## src/hw/rtl/gaps_pkg.sv

```systemverilog
// Shared types, codes and default sizes for the glyph atlas packer and stroker.
package gaps_pkg;

    localparam int ATLAS_SIDE_DEF     = 512;
    localparam int MAX_STROKE_DEF     = 3;
    localparam int MAX_GLYPH_SIDE_DEF = 255;

    localparam logic [1:0] MODE_BEGIN = 2'd0;
    localparam logic [1:0] MODE_PIXEL = 2'd1;
    localparam logic [1:0] MODE_READ  = 2'd2;

    localparam logic [7:0] COLOR_FULL = 8'd255;

    typedef struct packed {
        logic [1:0] mode;
        logic [7:0] glyph_width;
        logic [7:0] glyph_height;
        logic [7:0] pixel_value;
        logic [8:0] read_x;
        logic [8:0] read_y;
    } t_item;

    typedef struct packed {
        logic [8:0] cell_x;
        logic [9:0] cell_y;
        logic [8:0] cell_width;
        logic [8:0] cell_height;
        logic       out_of_space;
        logic [7:0] color_value;
        logic [7:0] alpha_value;
    } t_result;

    typedef struct packed {
        logic latch;
        logic clear_step;
        logic begin_calc;
        logic place;
        logic pix_setup;
        logic plain;
        logic dil_step;
        logic advance;
        logic read_issue;
        logic finish;
    } t_cmd;

    typedef struct packed {
        logic clr_last;
        logic pix_ignore;
        logic pix_simple;
        logic dil_last;
    } t_stat;

endpackage

```

## src/hw/rtl/gaps_ctrl.sv

```systemverilog
// Sequencer that steps the datapath through clearing, packing, pixel and read work.
module gaps_ctrl (
    input  logic             i_clk,
    input  logic             i_rst_n,
    input  logic             i_start,
    input  logic [1:0]       i_mode,
    input  gaps_pkg::t_stat  i_stat,
    output gaps_pkg::t_cmd   o_cmd,
    output logic             o_busy
);

    typedef enum logic [9:0] {
        S_CLEAR  = 10'b00_0000_0001,
        S_IDLE   = 10'b00_0000_0010,
        S_BEGIN  = 10'b00_0000_0100,
        S_PLACE  = 10'b00_0000_1000,
        S_PIX    = 10'b00_0001_0000,
        S_PLAIN  = 10'b00_0010_0000,
        S_DIL    = 10'b00_0100_0000,
        S_DRAIN  = 10'b00_1000_0000,
        S_RD     = 10'b01_0000_0000,
        S_FINISH = 10'b10_0000_0000
    } t_state;

    t_state r_state, n_state;

    always_ff @(posedge i_clk) begin
        if (!i_rst_n) begin
            r_state <= S_CLEAR;
        end else begin
            r_state <= n_state;
        end
    end

    always_comb begin
        n_state = r_state;
        o_cmd   = '0;
        case (r_state)
            S_CLEAR: begin
                o_cmd.clear_step = 1'b1;
                if (i_stat.clr_last) begin
                    n_state = S_IDLE;
                end
            end
            S_IDLE: begin
                if (i_start) begin
                    o_cmd.latch = 1'b1;
                    case (i_mode)
                        gaps_pkg::MODE_BEGIN: n_state = S_BEGIN;
                        gaps_pkg::MODE_PIXEL: n_state = S_PIX;
                        gaps_pkg::MODE_READ:  n_state = S_RD;
                        default:              n_state = S_FINISH;
                    endcase
                end
            end
            S_BEGIN: begin
                o_cmd.begin_calc = 1'b1;
                n_state = S_PLACE;
            end
            S_PLACE: begin
                o_cmd.place = 1'b1;
                n_state = S_FINISH;
            end
            S_PIX: begin
                if (i_stat.pix_ignore) begin
                    n_state = S_FINISH;
                end else begin
                    o_cmd.pix_setup = 1'b1;
                    n_state = i_stat.pix_simple ? S_PLAIN : S_DIL;
                end
            end
            S_PLAIN: begin
                o_cmd.plain   = 1'b1;
                o_cmd.advance = 1'b1;
                n_state = S_FINISH;
            end
            S_DIL: begin
                o_cmd.dil_step = 1'b1;
                if (i_stat.dil_last) begin
                    n_state = S_DRAIN;
                end
            end
            S_DRAIN: begin
                // The last read-modify-write lands in this cycle.
                o_cmd.advance = 1'b1;
                n_state = S_FINISH;
            end
            S_RD: begin
                o_cmd.read_issue = 1'b1;
                n_state = S_FINISH;
            end
            S_FINISH: begin
                o_cmd.finish = 1'b1;
                n_state = S_IDLE;
            end
            default: begin
                n_state = S_IDLE;
            end
        endcase
    end

    assign o_busy = (r_state != S_IDLE);

endmodule

```

## config.mk

```make
export PLATFORM = sky130hd
export DESIGN_NAME = gaps_ctrl
export DESIGN_NICKNAME = d
export VERILOG_FILES = /design/src/hw/rtl/gaps_pkg.sv /design/src/hw/rtl/gaps_ctrl.sv
export SDC_FILE = /design/constraint.sdc
export NUM_CORES = 1
export LEC_CHECK = 0
export BUFFER_PORTS_ARGS = -buffer_cell sky130_fd_sc_hd__buf_2
export CELL_PAD_IN_SITES_DETAIL_PLACEMENT = 0
export CELL_PAD_IN_SITES_GLOBAL_PLACEMENT = 1
export CORE_AREA = 2 2 53 50
export DETAILED_ROUTE_END_ITERATION = 16
export DIE_AREA = 0 0 55 52
export PLACE_DENSITY = 0.68
export SLEW_MARGIN = 20
export SYNTH_ARGS = -nofsm -noshare
export SYNTH_HDL_FRONTEND = slang
export SYNTH_SLANG_ARGS = --single-unit
export TNS_END_PERCENT = 50
```

## constraint.sdc

```tcl
create_clock -name i_clk -period 1.7 [get_ports i_clk]
set_input_delay 0.17 -clock i_clk [delete_from_list [all_inputs] [get_ports i_clk]]
set_output_delay 0.17 -clock i_clk [all_outputs]
set_load 0.01 [all_outputs]
```

== After elaboration in Yosys (flattened, before gate mapping) ==
Index checks and enable logic that the tools add are counted.
Operators by class
  eq/ne operators: 16
  muxes and demuxes: 19
  reductions and logical operators: 4
Operators by type and width (number)
  10-bit case mux with 6 select lines: 1
  10-bit two-way mux: 4
  10-bit case mux with 3 select lines: 1
  1-bit two-way mux: 12
  10-bit by 1-bit equality test with 1-bit output (second input constant): 1
  10-bit equality test (second input constant): 1
  10-bit by 2-bit equality test with 1-bit output (second input constant): 1
  10-bit by 3-bit equality test with 1-bit output (second input constant): 1
  10-bit by 4-bit equality test with 1-bit output (second input constant): 1
  10-bit by 5-bit equality test with 1-bit output (second input constant): 1
  10-bit by 6-bit equality test with 1-bit output (second input constant): 1
  10-bit by 7-bit equality test with 1-bit output (second input constant): 1
  10-bit by 8-bit equality test with 1-bit output (second input constant): 1
  10-bit by 9-bit equality test with 1-bit output (second input constant): 1
  10-bit by 2-bit != test with 1-bit output (second input constant): 1
  7-bit two-way mux: 1
  2-bit != test (second input constant): 3
  4-bit OR reduction: 1
  3-bit AND reduction: 1
  2-bit by 1-bit equality test with 1-bit output (second input constant): 1
  2-bit equality test (second input constant): 1
  2-bit zero test: 1
  2-bit OR reduction: 1
Word-level totals
  logic and storage cells: 40
  input bits: 9
  bits in registers: 10

== Depth between registers and ports, before layout ==
Gate-level depths: netlist of the first run.
  depth in word-level cells: 4
  mapped depth: 5
  depth with buffers taken out: 4

== Least setup slack after synthesis of the first run ==
OpenSTA, ideal clock, no wires.
  kind: register to register
  from: register r_state[5]
  to: register r_state[1]
  arrival time: 1.579 ns
  cell stages (with the launch flop): 6
  setup time: 0.123 ns
  setup slack: -0.002 ns
  path buffers: 1
  path through: dfxtp_1 > buf_6 > or4_4 > or4_1 > nand3_1 > o31ai_1
On the way
  word-level cells in the longest chain between the ends: 3
  elaborated cells between the ends (all ways): 15
  classes of those cells: eq/ne (12); mux (1); reduce/logical (2)
RTL lines
  start: declaration: RTL line gaps_ctrl.sv:25  | t_state r_state, n_state;
  start signal: assignment: RTL line gaps_ctrl.sv:31  | r_state <= n_state;
  10-bit by 9-bit equality test with 1-bit output, or another cell as far along: RTL line gaps_ctrl.sv:38  | case (r_state)
  4-bit OR reduction (no source line) or 2-bit != test (tied branches)
  10-bit case mux with 6 select lines or 3-bit AND reduction (tied branches)
Several ways; a longest one is shown, not always the timed one.
A chain may end at the register's enable or synchronous reset.

==> impl_metrics.toml, run 1 <==
[finish]
layout.cells.most_common_list = "sky130_fd_sc_hd__buf_4 (18), sky130_fd_sc_hd__buf_2 (15), sky130_fd_sc_hd__buf_6 (8)"
antenna_cells_inserted = 0
area.growth.synth_to_final_pct = 62.5
drive_above_1_share = 0.597
final_nets = 134
flip_flop_count_of_the_largest_register_all_copies_and_words_added = 10
max_flop_register = "r_state"
number_of_filler_instances_in_the_final_layout = 238
regs_by_ff_count = "r_state (10)"
final_common_cell = "sky130_fd_sc_hd__buf_4"
stdcell_area_mm2 = 0.00115
final_cells = 152

[timing]
achievable-frequency_mhz = 529
setup-tns-final_ns = -1.18
clock_skew_ns = 0.00104
timing.slew.headroom = 0.672
final_critical_path_share_of_the_clock_period = 1.11
worst_slew_pin_slew_ns = 0.487
maxSlewViolCount = 0
finalWorstPathRequiredPeriod_ns = 1.89
report.final.setup_viol = 11
hold_violations = 0
rsz0062_at_grt = "true"
timing.final.ws_setup_ns = -0.191

[floorplan]
die_h_um = 52
fp.dieArea_mm2 = 0.00286
start_util = 0.302
die_x_um = 55
coreArea_mm2 = 0.00234
row_count = 17
io-pin-count = 20

[critical_path]
worst_ep_arrival_time_ns = 1.72
crit_path_max_fanout = 4
crit_required_ns = 1.53
timing_worst_setup_path_type = "reg -> out"
ff2ff_setup_slack_ns = -0.13
setup.worst_path.end_class = "output pin"
setup.worst_path.start_class = "flip-flop"

[cts]
htreeDepth = 1
clk_path_buf_depth = 2
numCtsBuffers = 3
cts.root.buffer_cell = "sky130_fd_sc_hd__clkbuf_4"
clock_tree_from_tritoncts = "done"
clkTransAtPathRegs_ns = 0.07
cts.sink_count = 10
post_cts_hold_buffer_count = 0
clock_latency_late_sink_ns = 0.28

[grt]
grt_antenna_before_repair = 0
grt_first_pass_wirelength_um = 3120
grt_pass1_vias = 689
globalRouteTotalUtil = 0.155
largest_net_degree_at_the_start_of_global_routing = 9
grt-ovfl-total = 0

[power_and_ir_drop]
report.power.total_uw = 650
static_leakage_nw = 0.511
maximum_ir_drop_on_the_vdd_rail_v = 0.000261
power.density_cell_area_mw_per_mm2 = 566

[status]
status = "finished with violations"
violations = "negative setup slack"

[drt]
detail_route.drc_violations = 0
drt-pass1-iter-count = 4
wire_per_inst_um = 14.1
drt_first_iter_violations = 10
ant_nets = 0
drt-total-wl_um = 2150
vias_per_cell = 5.22
via_count = 794

[synthesis]
synth_top_area_share = 0.283
synth_area_um2 = 707
ys.warnings.count = 0
synthesis.area_per_instance_um2 = 8.42
synth.lib_cells_used.distinct = 37
netlist.top_cell.by_area = "sky130_fd_sc_hd__dfxtp_1"
count_of_flip_flops_with_a_built_in_enable_after_synthesis = 0
synth_seq_area_share = 0.283
synthCells = 84
synth_area_leaders = "sky130_fd_sc_hd__dfxtp_1 (28%), sky130_fd_sc_hd__nor4_1 (5.3%), sky130_fd_sc_hd__nor3b_1 (4.2%)"
ys_seq_elements = 10
syn_nets = 93
postSynth.asyncResetShare = 0
postSynth.topFlopCell = "sky130_fd_sc_hd__dfxtp_1"

[placement]
portBuffers = 19
place.detailed.instances = 139
place_worst_setup_slack_ns = -0.00295
dpl.hpwl_um = 1490
place_area_um2 = 895
gp_routability_congestion = 0.777

[worst_hold_path]
path_class_of_the_lowest_slack_min_delay_path = "in -> reg"

[flow_run]
cap_violations = 0
[kinds of logic (layout without fill, tap and decap cells)]
logic type	count (synthesis)	count (layout)	synth area share
flops	10	10	0.283
simple gates	51	51	0.492
compound gates	11	11	0.110
buf+inv	9	49	0.0779
xor+xnor	3	3	0.0372
[through the flow]
stage	utilization	hold WS [ns]
after floorplan	-	0.246
after detailed placement	0.382	0.364
after CTS	0.442	0.0623
after global placement	0.382	0.365
after global routing	0.491	0.0661
final	0.491	0.0656
[critical path, stage by stage, from the launching register on]
cell                      delay (ns)
sky130_fd_sc_hd__dfxtp_2        0.34
sky130_fd_sc_hd__or4_4          0.54
sky130_fd_sc_hd__buf_4          0.16
sky130_fd_sc_hd__nor3_2         0.23
sky130_fd_sc_hd__buf_2          0.17
[routing by layer]
layer / GRT usage / part of all wire
met2: 0.246 / 0.50
met1: 0.201 / 0.45
met3: 0.0172 / 0.027
met4: 0.0854 / 0.020
met5: 0 / 0
[cell usage after synthesis, types with 3 or more instances]
library cell               count
sky130_fd_sc_hd__nand2b_1      3
sky130_fd_sc_hd__dfxtp_1      10
sky130_fd_sc_hd__o21ai_0       4
sky130_fd_sc_hd__nor4b_1       3
sky130_fd_sc_hd__nand2_1       3
sky130_fd_sc_hd__inv_1         4
sky130_fd_sc_hd__or4_1         3
sky130_fd_sc_hd__nand3_1       4
sky130_fd_sc_hd__nor4_1        6
sky130_fd_sc_hd__nor3b_1       4
sky130_fd_sc_hd__nor2_1        7
[power by group]
| part | leakage [nW] | total, mW | switching [mW] | internal [mW] |
|---|---|---|---|---|
| logic | 0.405 | 0.181 | 0.0936 | 0.0875 |
| registers | 0.0848 | 0.248 | 0.00606 | 0.241 |
| clock network | 0.0210 | 0.221 | 0.0909 | 0.130 |
[path summary, 6_finish.rpt]
path	endpoint	cells past startpoint	start
hold / removal	r_state[6]$_SDFFE_PN0P_	2	i_stat[1]
hold reg to reg	r_state[0]$_SDFFE_PN1P_	3	r_state[0]$_SDFFE_PN1P_
setup / recovery	o_cmd[3]	4	r_state[2]$_SDFFE_PN0P_
setup reg to reg	r_state[1]$_SDFFE_PN0P_	5	r_state[2]$_SDFFE_PN0P_
[cell type report]
type	instances	area [µm²]	share of cell area
Sequential cell	10	211	0.184
Multi-Input combinational cell	65	551	0.479
Inverter	4	15.0	0.0131
Tap cell	28	35.0	0.0305
Timing Repair Buffer	41	300	0.261
Clock buffer	4	36.3	0.0316
[repair_timing]
item,in CTS,in global routing
gates resized for setup,18,17
setup buffers,5,4
hold endpoints to repair,0,0
pin swaps,9,8
setup endpoints to repair,13,16
No activity file was read; power rests on OpenSTA's default activity.
==> inputs of run 2 (changes only) <==
Settings changed: CORE_AREA 2 2 53 50 to 2 2 50 48, DIE_AREA 0 0 55 52 to 0 0 52 50, PLACE_DENSITY 0.68 to 0.72.
Clock period 1.7 ns to 2 ns, I/O delays scaled along.
==> run 2 against run 1 <==
Net effect:
- the run now ends clean
- sequential power decreased by 13%
- clock skew increased by 0.00087 ns
- routed wire length decreased by 21%
- via count decreased by 9.9%
- register-to-register slack improved by 0.32 ns
- count of clock-buffer cells in the layout unchanged
- die area decreased by 9.1%
- clock power decreased by 20%
- total power decreased by 23%
- combinational power decreased by 39%
- largest power group unchanged
==> impl_metrics.toml, run 2 (synthesis gave the netlist of run 1 again) <==
[critical_path]
ff2ff_setup_slack_ns = 0.19
crit_required_ns = 1.80
cp_cell_sequence = "or4_4 > nor3_1 > buf_2"
crit_path_max_incr_delay_ns = 0.58
timing_worst_setup_path_type = "reg -> out"
cell_with_the_largest_stage_delay_on_the_worst_path = "sky130_fd_sc_hd__or4_4"
setup.worst_path.start_class = "flip-flop"
setup.worst_path.end = "o_cmd[3]"
r2r.worst_path.cells = 4
timing.rr.end = "r_state[9]$_SDFFE_PN0P_"
setup.worst_path.end_class = "output pin"
crit_path_max_fanout = 6
regToRegStartpoint = "r_state[8]$_SDFFE_PN0P_"
cp-startpoint = "r_state[8]$_SDFFE_PN0P_"
worst_ep_arrival_time_ns = 1.70

[timing]
achievable-frequency_mhz = 526
timing.hold.ws_ns = 0.132
worst_slew_pin_slew_ns = 0.452
rsz0062_at_grt = "false"
finalWorstPathRequiredPeriod_ns = 1.90
clock_skew_ns = 0.00191
report.final.setup_viol = 0
setup-tns-final_ns = 0
maxSlewViolCount = 0
timing.slew.headroom = 0.696
hold_violations = 0
final_critical_path_share_of_the_clock_period = 0.950

[drt]
wire_per_inst_um = 12.8
vias_per_cell = 5.38
ant_nets = 0
via_count = 715
drt-total-wl_um = 1700
detail_route.drc_violations = 0
drt_first_iter_violations = 24
drt-pass1-iter-count = 4

[placement]
place.detailed.instances = 129
portBuffers = 19
gp_routability_congestion = 0.792
dpl.hpwl_um = 1370

[grt]
grt_pass1_vias = 667
grt-ovfl-total = 0
grt_first_pass_wirelength_um = 2840
globalRouteTotalUtil = 0.143
grt_antenna_before_repair = 0
largest_net_degree_at_the_start_of_global_routing = 9

[finish]
drive_above_1_share = 0.396
final_common_cell = "sky130_fd_sc_hd__buf_2"
final_cells = 133
area.growth.synth_to_final_pct = 24.6
antenna_cells_inserted = 0
regs_by_ff_count = "r_state (10)"
final_nets = 116
layout.cells.most_common_list = "sky130_fd_sc_hd__buf_2 (19), sky130_fd_sc_hd__dfxtp_1 (7), sky130_fd_sc_hd__nor2_1 (6)"
flip_flop_count_of_the_largest_register_all_copies_and_words_added = 10
max_flop_register = "r_state"
layout.core_utilization = 0.427
number_of_filler_instances_in_the_final_layout = 210

[power_and_ir_drop]
maximum_ir_drop_on_the_vdd_rail_v = 0.000302
static_leakage_nw = 0.387
power.density_cell_area_mw_per_mm2 = 568

[cts]
clkTransAtPathRegs_ns = 0.06
postCtsSetupRepairBufs = 0
clk_path_buf_depth = 2
htreeDepth = 1
clock_tree_from_tritoncts = "done"
clock_latency_late_sink_ns = 0.26
post_cts_hold_buffer_count = 0
cts.root.buffer_cell = "sky130_fd_sc_hd__clkbuf_4"
cts.sink_count = 10
numCtsBuffers = 3

[floorplan]
die_h_um = 50
start_util = 0.343
row_count = 16
fp.dieArea_mm2 = 0.00260
io-pin-count = 20
coreArea_mm2 = 0.00206
die_x_um = 52

[worst_hold_path]
path_class_of_the_lowest_slack_min_delay_path = "in -> reg"

[flow_run]
cap_violations = 0

[status]
status = "completed"
==> run 2: cell types whose count changed in the layout (fill, tap and decap cells not counted), sizes merged <==
cell,previous run,this run
buf,41,23
==> run 2: worst min path at each step <==
stage / from / to / cells after the start
6_report: i_stat[1] / r_state[6]$_SDFFE_PN0P_ / 2
3_3_place_gp: i_stat[1] / r_state[6]$_SDFFE_PN0P_ / 2
5_1_grt: i_stat[1] / r_state[6]$_SDFFE_PN0P_ / 2
4_1_cts: i_stat[1] / r_state[6]$_SDFFE_PN0P_ / 2
3_5_place_dp: i_stat[1] / r_state[6]$_SDFFE_PN0P_ / 2
2_1_floorplan: i_rst_n / r_state[0]$_SDFFE_PN1P_ / 1
==> run 2: repair_timing <==
item                                    CTS  global route
endpoints found under the setup margin    2             6
pin swaps                                 1             1
gates resized for setup                   2             5
==> run 2: worst max-delay path: cells and delay by family, from the launching register on <==
| family | cells | cell delay [ns] |
|---|---|---|
| DFF | 1 | 0.36 |
| buffers and inverters | 1 | 0.19 |
| and+or+nand+nor | 2 | 0.88 |
==> run 2: metal layers <==
metal,GRT usage,vias to the layer above,routed length (µm)
met3,0.0121,2,50
li1,-,361,-
met1,0.179,336,813
met2,0.234,16,821
met5,0,-,0
met4,0.0877,0,20
==> run 2: stage by stage <==
stage	cell area, µm²	worst slack, ns	power (mW)
after CTS	866	0.00417	0.500
after floorplan	707	0.298	0.288
after global placement	826	0.202	0.323
after global routing	881	0.00929	0.529
final	881	0.0993	0.500
after detailed placement	826	0.168	0.324
==> run 2: power by group <==
group	total, mW	switching, mW	internal, mW
clock	0.176	0.0656	0.110
sequential	0.215	0.00832	0.206
combinational	0.110	0.0598	0.0501
total	0.500	0.134	0.367
==> run 2: cell type report <==
type	instances	area [µm²]	area share
multi-input cells	65	467	0.530
flip-flops and latches	10	204	0.232
repair buffers	23	125	0.142
clock buffers	4	36.3	0.0412
well taps	27	33.8	0.0384
inverters	4	15.0	0.0170
==> inputs of run 3 (changes only) <==
Settings changed: PLACE_DENSITY 0.72 to 0.78.
==> run 3 against run 2 <==
Net effect:
- critical path depth did not move
- sequential power barely moved
- sequential share of layout area barely moved
- clock power rose by 5%
- die area did not move
- final cell count fell by 0.75%
- critical path type unchanged
- largest cell class unchanged
- largest power group unchanged
==> impl_metrics.toml, run 3 (synthesis gave the netlist of run 1 again) <==
[finish]
max_flop_register = "r_state"
layout.cells.most_common_list = "sky130_fd_sc_hd__buf_2 (19), sky130_fd_sc_hd__nor2_1 (6), sky130_fd_sc_hd__dfxtp_1 (6)"
drive_above_1_share = 0.410
area.growth.synth_to_final_pct = 25.1
final_nets = 115
flip_flop_count_of_the_largest_register_all_copies_and_words_added = 10
regs_by_ff_count = "r_state (10)"
multi_input_area_um2 = 477
antenna_cells_inserted = 0
number_of_filler_instances_in_the_final_layout = 220
final_common_cell = "sky130_fd_sc_hd__buf_2"
final-seq-area_um2 = 205
layout.core_utilization = 0.429

[critical_path]
setup.worst_path.end_class = "output pin"
critical_path.top_delay_family = "simple AND/OR/NAND/NOR gates"
crit_path_max_fanout = 6
crit_path_max_incr_delay_ns = 0.59
cp_cell_sequence = "or4_4 > nor3_2 > buf_2"
worstPathBufferInverterCount = 1
worst_ep_arrival_time_ns = 1.70
setup.worst_path.start_class = "flip-flop"
ff2ff_setup_slack_ns = 0.21
r2r.worst_path.cells = 4
timing_worst_setup_path_type = "reg -> out"
cp-startpoint = "r_state[8]$_SDFFE_PN0P_"
cell_with_the_largest_stage_delay_on_the_worst_path = "sky130_fd_sc_hd__or4_4"
crit_required_ns = 1.80
regToRegStartpoint = "r_state[8]$_SDFFE_PN0P_"
timing.rr.end = "r_state[9]$_SDFFE_PN0P_"

[timing]
final_critical_path_share_of_the_clock_period = 0.950
worst_slew_pin_slew_ns = 0.481
clock_skew_ns = 0.00101
finalWorstPathRequiredPeriod_ns = 1.90
timing.slew.headroom = 0.676
timing.hold.ws_ns = 0.104
report.final.setup_viol = 0
rsz0062_at_grt = "true"
maxSlewViolCount = 0
achievable-frequency_mhz = 526
hold_violations = 0

[cts]
clk_path_buf_depth = 2
clock_tree_from_tritoncts = "done"
htreeDepth = 1
cts.root.buffer_cell = "sky130_fd_sc_hd__clkbuf_4"
numCtsBuffers = 3
cts.sink_count = 10
clock_latency_late_sink_ns = 0.27
clkTransAtPathRegs_ns = 0.07

[worst_hold_path]
timing.hold.worst.start = "i_stat[1]"
worstHoldPathCells = 2
hold_end = "r_state[6]$_SDFFE_PN0P_"
path_class_of_the_lowest_slack_min_delay_path = "in -> reg"

[floorplan]
start_util = 0.343
io-pin-count = 20
die_x_um = 52
die_h_um = 50
row_count = 16
coreArea_mm2 = 0.00206
fp.dieArea_mm2 = 0.00260

[drt]
wire_per_inst_um = 13.7
ant_nets = 0
drt-pass1-iter-count = 4
detail_route.drc_violations = 0
via_count = 731
drt_first_iter_violations = 25
drt-total-wl_um = 1810
vias_per_cell = 5.54

[power_and_ir_drop]
p_comb_frac = 0.222
share_clk_of_total_power = 0.359
power.density_cell_area_mw_per_mm2 = 581
power.net_switching_uw = 146
maximum_ir_drop_on_the_vdd_rail_v = 0.000204
share_seq_of_total_power = 0.418
static_leakage_nw = 0.385
power.switching_fraction = 0.283
internal_dissipation_uw = 368

[grt]
grt-ovfl-total = 0
globalRouteTotalUtil = 0.153
grt_antenna_before_repair = 0
largest_net_degree_at_the_start_of_global_routing = 10
grt_pass1_vias = 626
grt_first_pass_wirelength_um = 2860

[status]
status = "completed"

[flow_run]
cap_violations = 0

[placement]
portBuffers = 19
dpl.hpwl_um = 1360
gp_routability_congestion = 0.814
-- run 3: cell types whose count changed in the layout (fill, tap and decap cells not counted), sizes merged --
| cell | change |
|---|---|
| buf | -1 |
-- run 3: power groups by stage --
stage	combinational, mW	sequential, mW	clock [mW]
after floorplan	0.0717	0.216	0
after CTS	0.107	0.214	0.188
after global placement	0.104	0.218	0
after global routing	0.128	0.216	0.201
after detailed placement	0.105	0.218	0
final	0.114	0.215	0.184
-- run 3: metal layers --
metal  wire length (µm)  vias up  GRT usage
met1                779      330      0.195
met4                 48        0      0.105
met2                825       37      0.228
met3                161        5     0.0303
met5                  0        -          0
li1                   -      359          -
-- run 3: final cells by class --
class | instances | share of cell area
multi-input combinational | 65 | 0.539
clock buffer | 4 | 0.0410
tap | 27 | 0.0382
inverter | 4 | 0.0170
timing repair buffer | 22 | 0.133
sequential | 10 | 0.232
-- run 3: worst max-delay path by stage --
stage	endpoint	slack [ns]	depth (start not counted)
2_1_floorplan	r_state[1]$_SDFFE_PN0P_	0.30	5
3_3_place_gp	r_state[4]$_SDFFE_PN0P_	0.18	4
3_5_place_dp	r_state[9]$_SDFFE_PN0P_	0.19	4
4_1_cts	o_cmd[5]	0.004	4
5_1_grt	o_cmd[9]	-0.04	5
6_report	o_cmd[2]	0.1	3
-- run 3: through the flow --
stage | setup WS (ns) | TNS (ns) | power (mW) | cell area [µm²] | instances
final | 0.0998 | 0 | 0.514 | 885 | 132
after global routing | -0.0363 | -0.0363 | 0.545 | 885 | 132
after CTS | 0.00449 | 0 | 0.510 | 858 | 131
after detailed placement | 0.187 | 0 | 0.323 | 811 | 127
after global placement | 0.182 | 0 | 0.322 | 811 | 127
after floorplan | 0.298 | 0 | 0.288 | 707 | 84
-- run 3: what timing repair did --
item                                    CTS  global route
hold buffers                              0             0
setup buffers                             0             1
pin swaps                                 0             1
resized for setup                         4             6
endpoints found under the setup margin    2             9
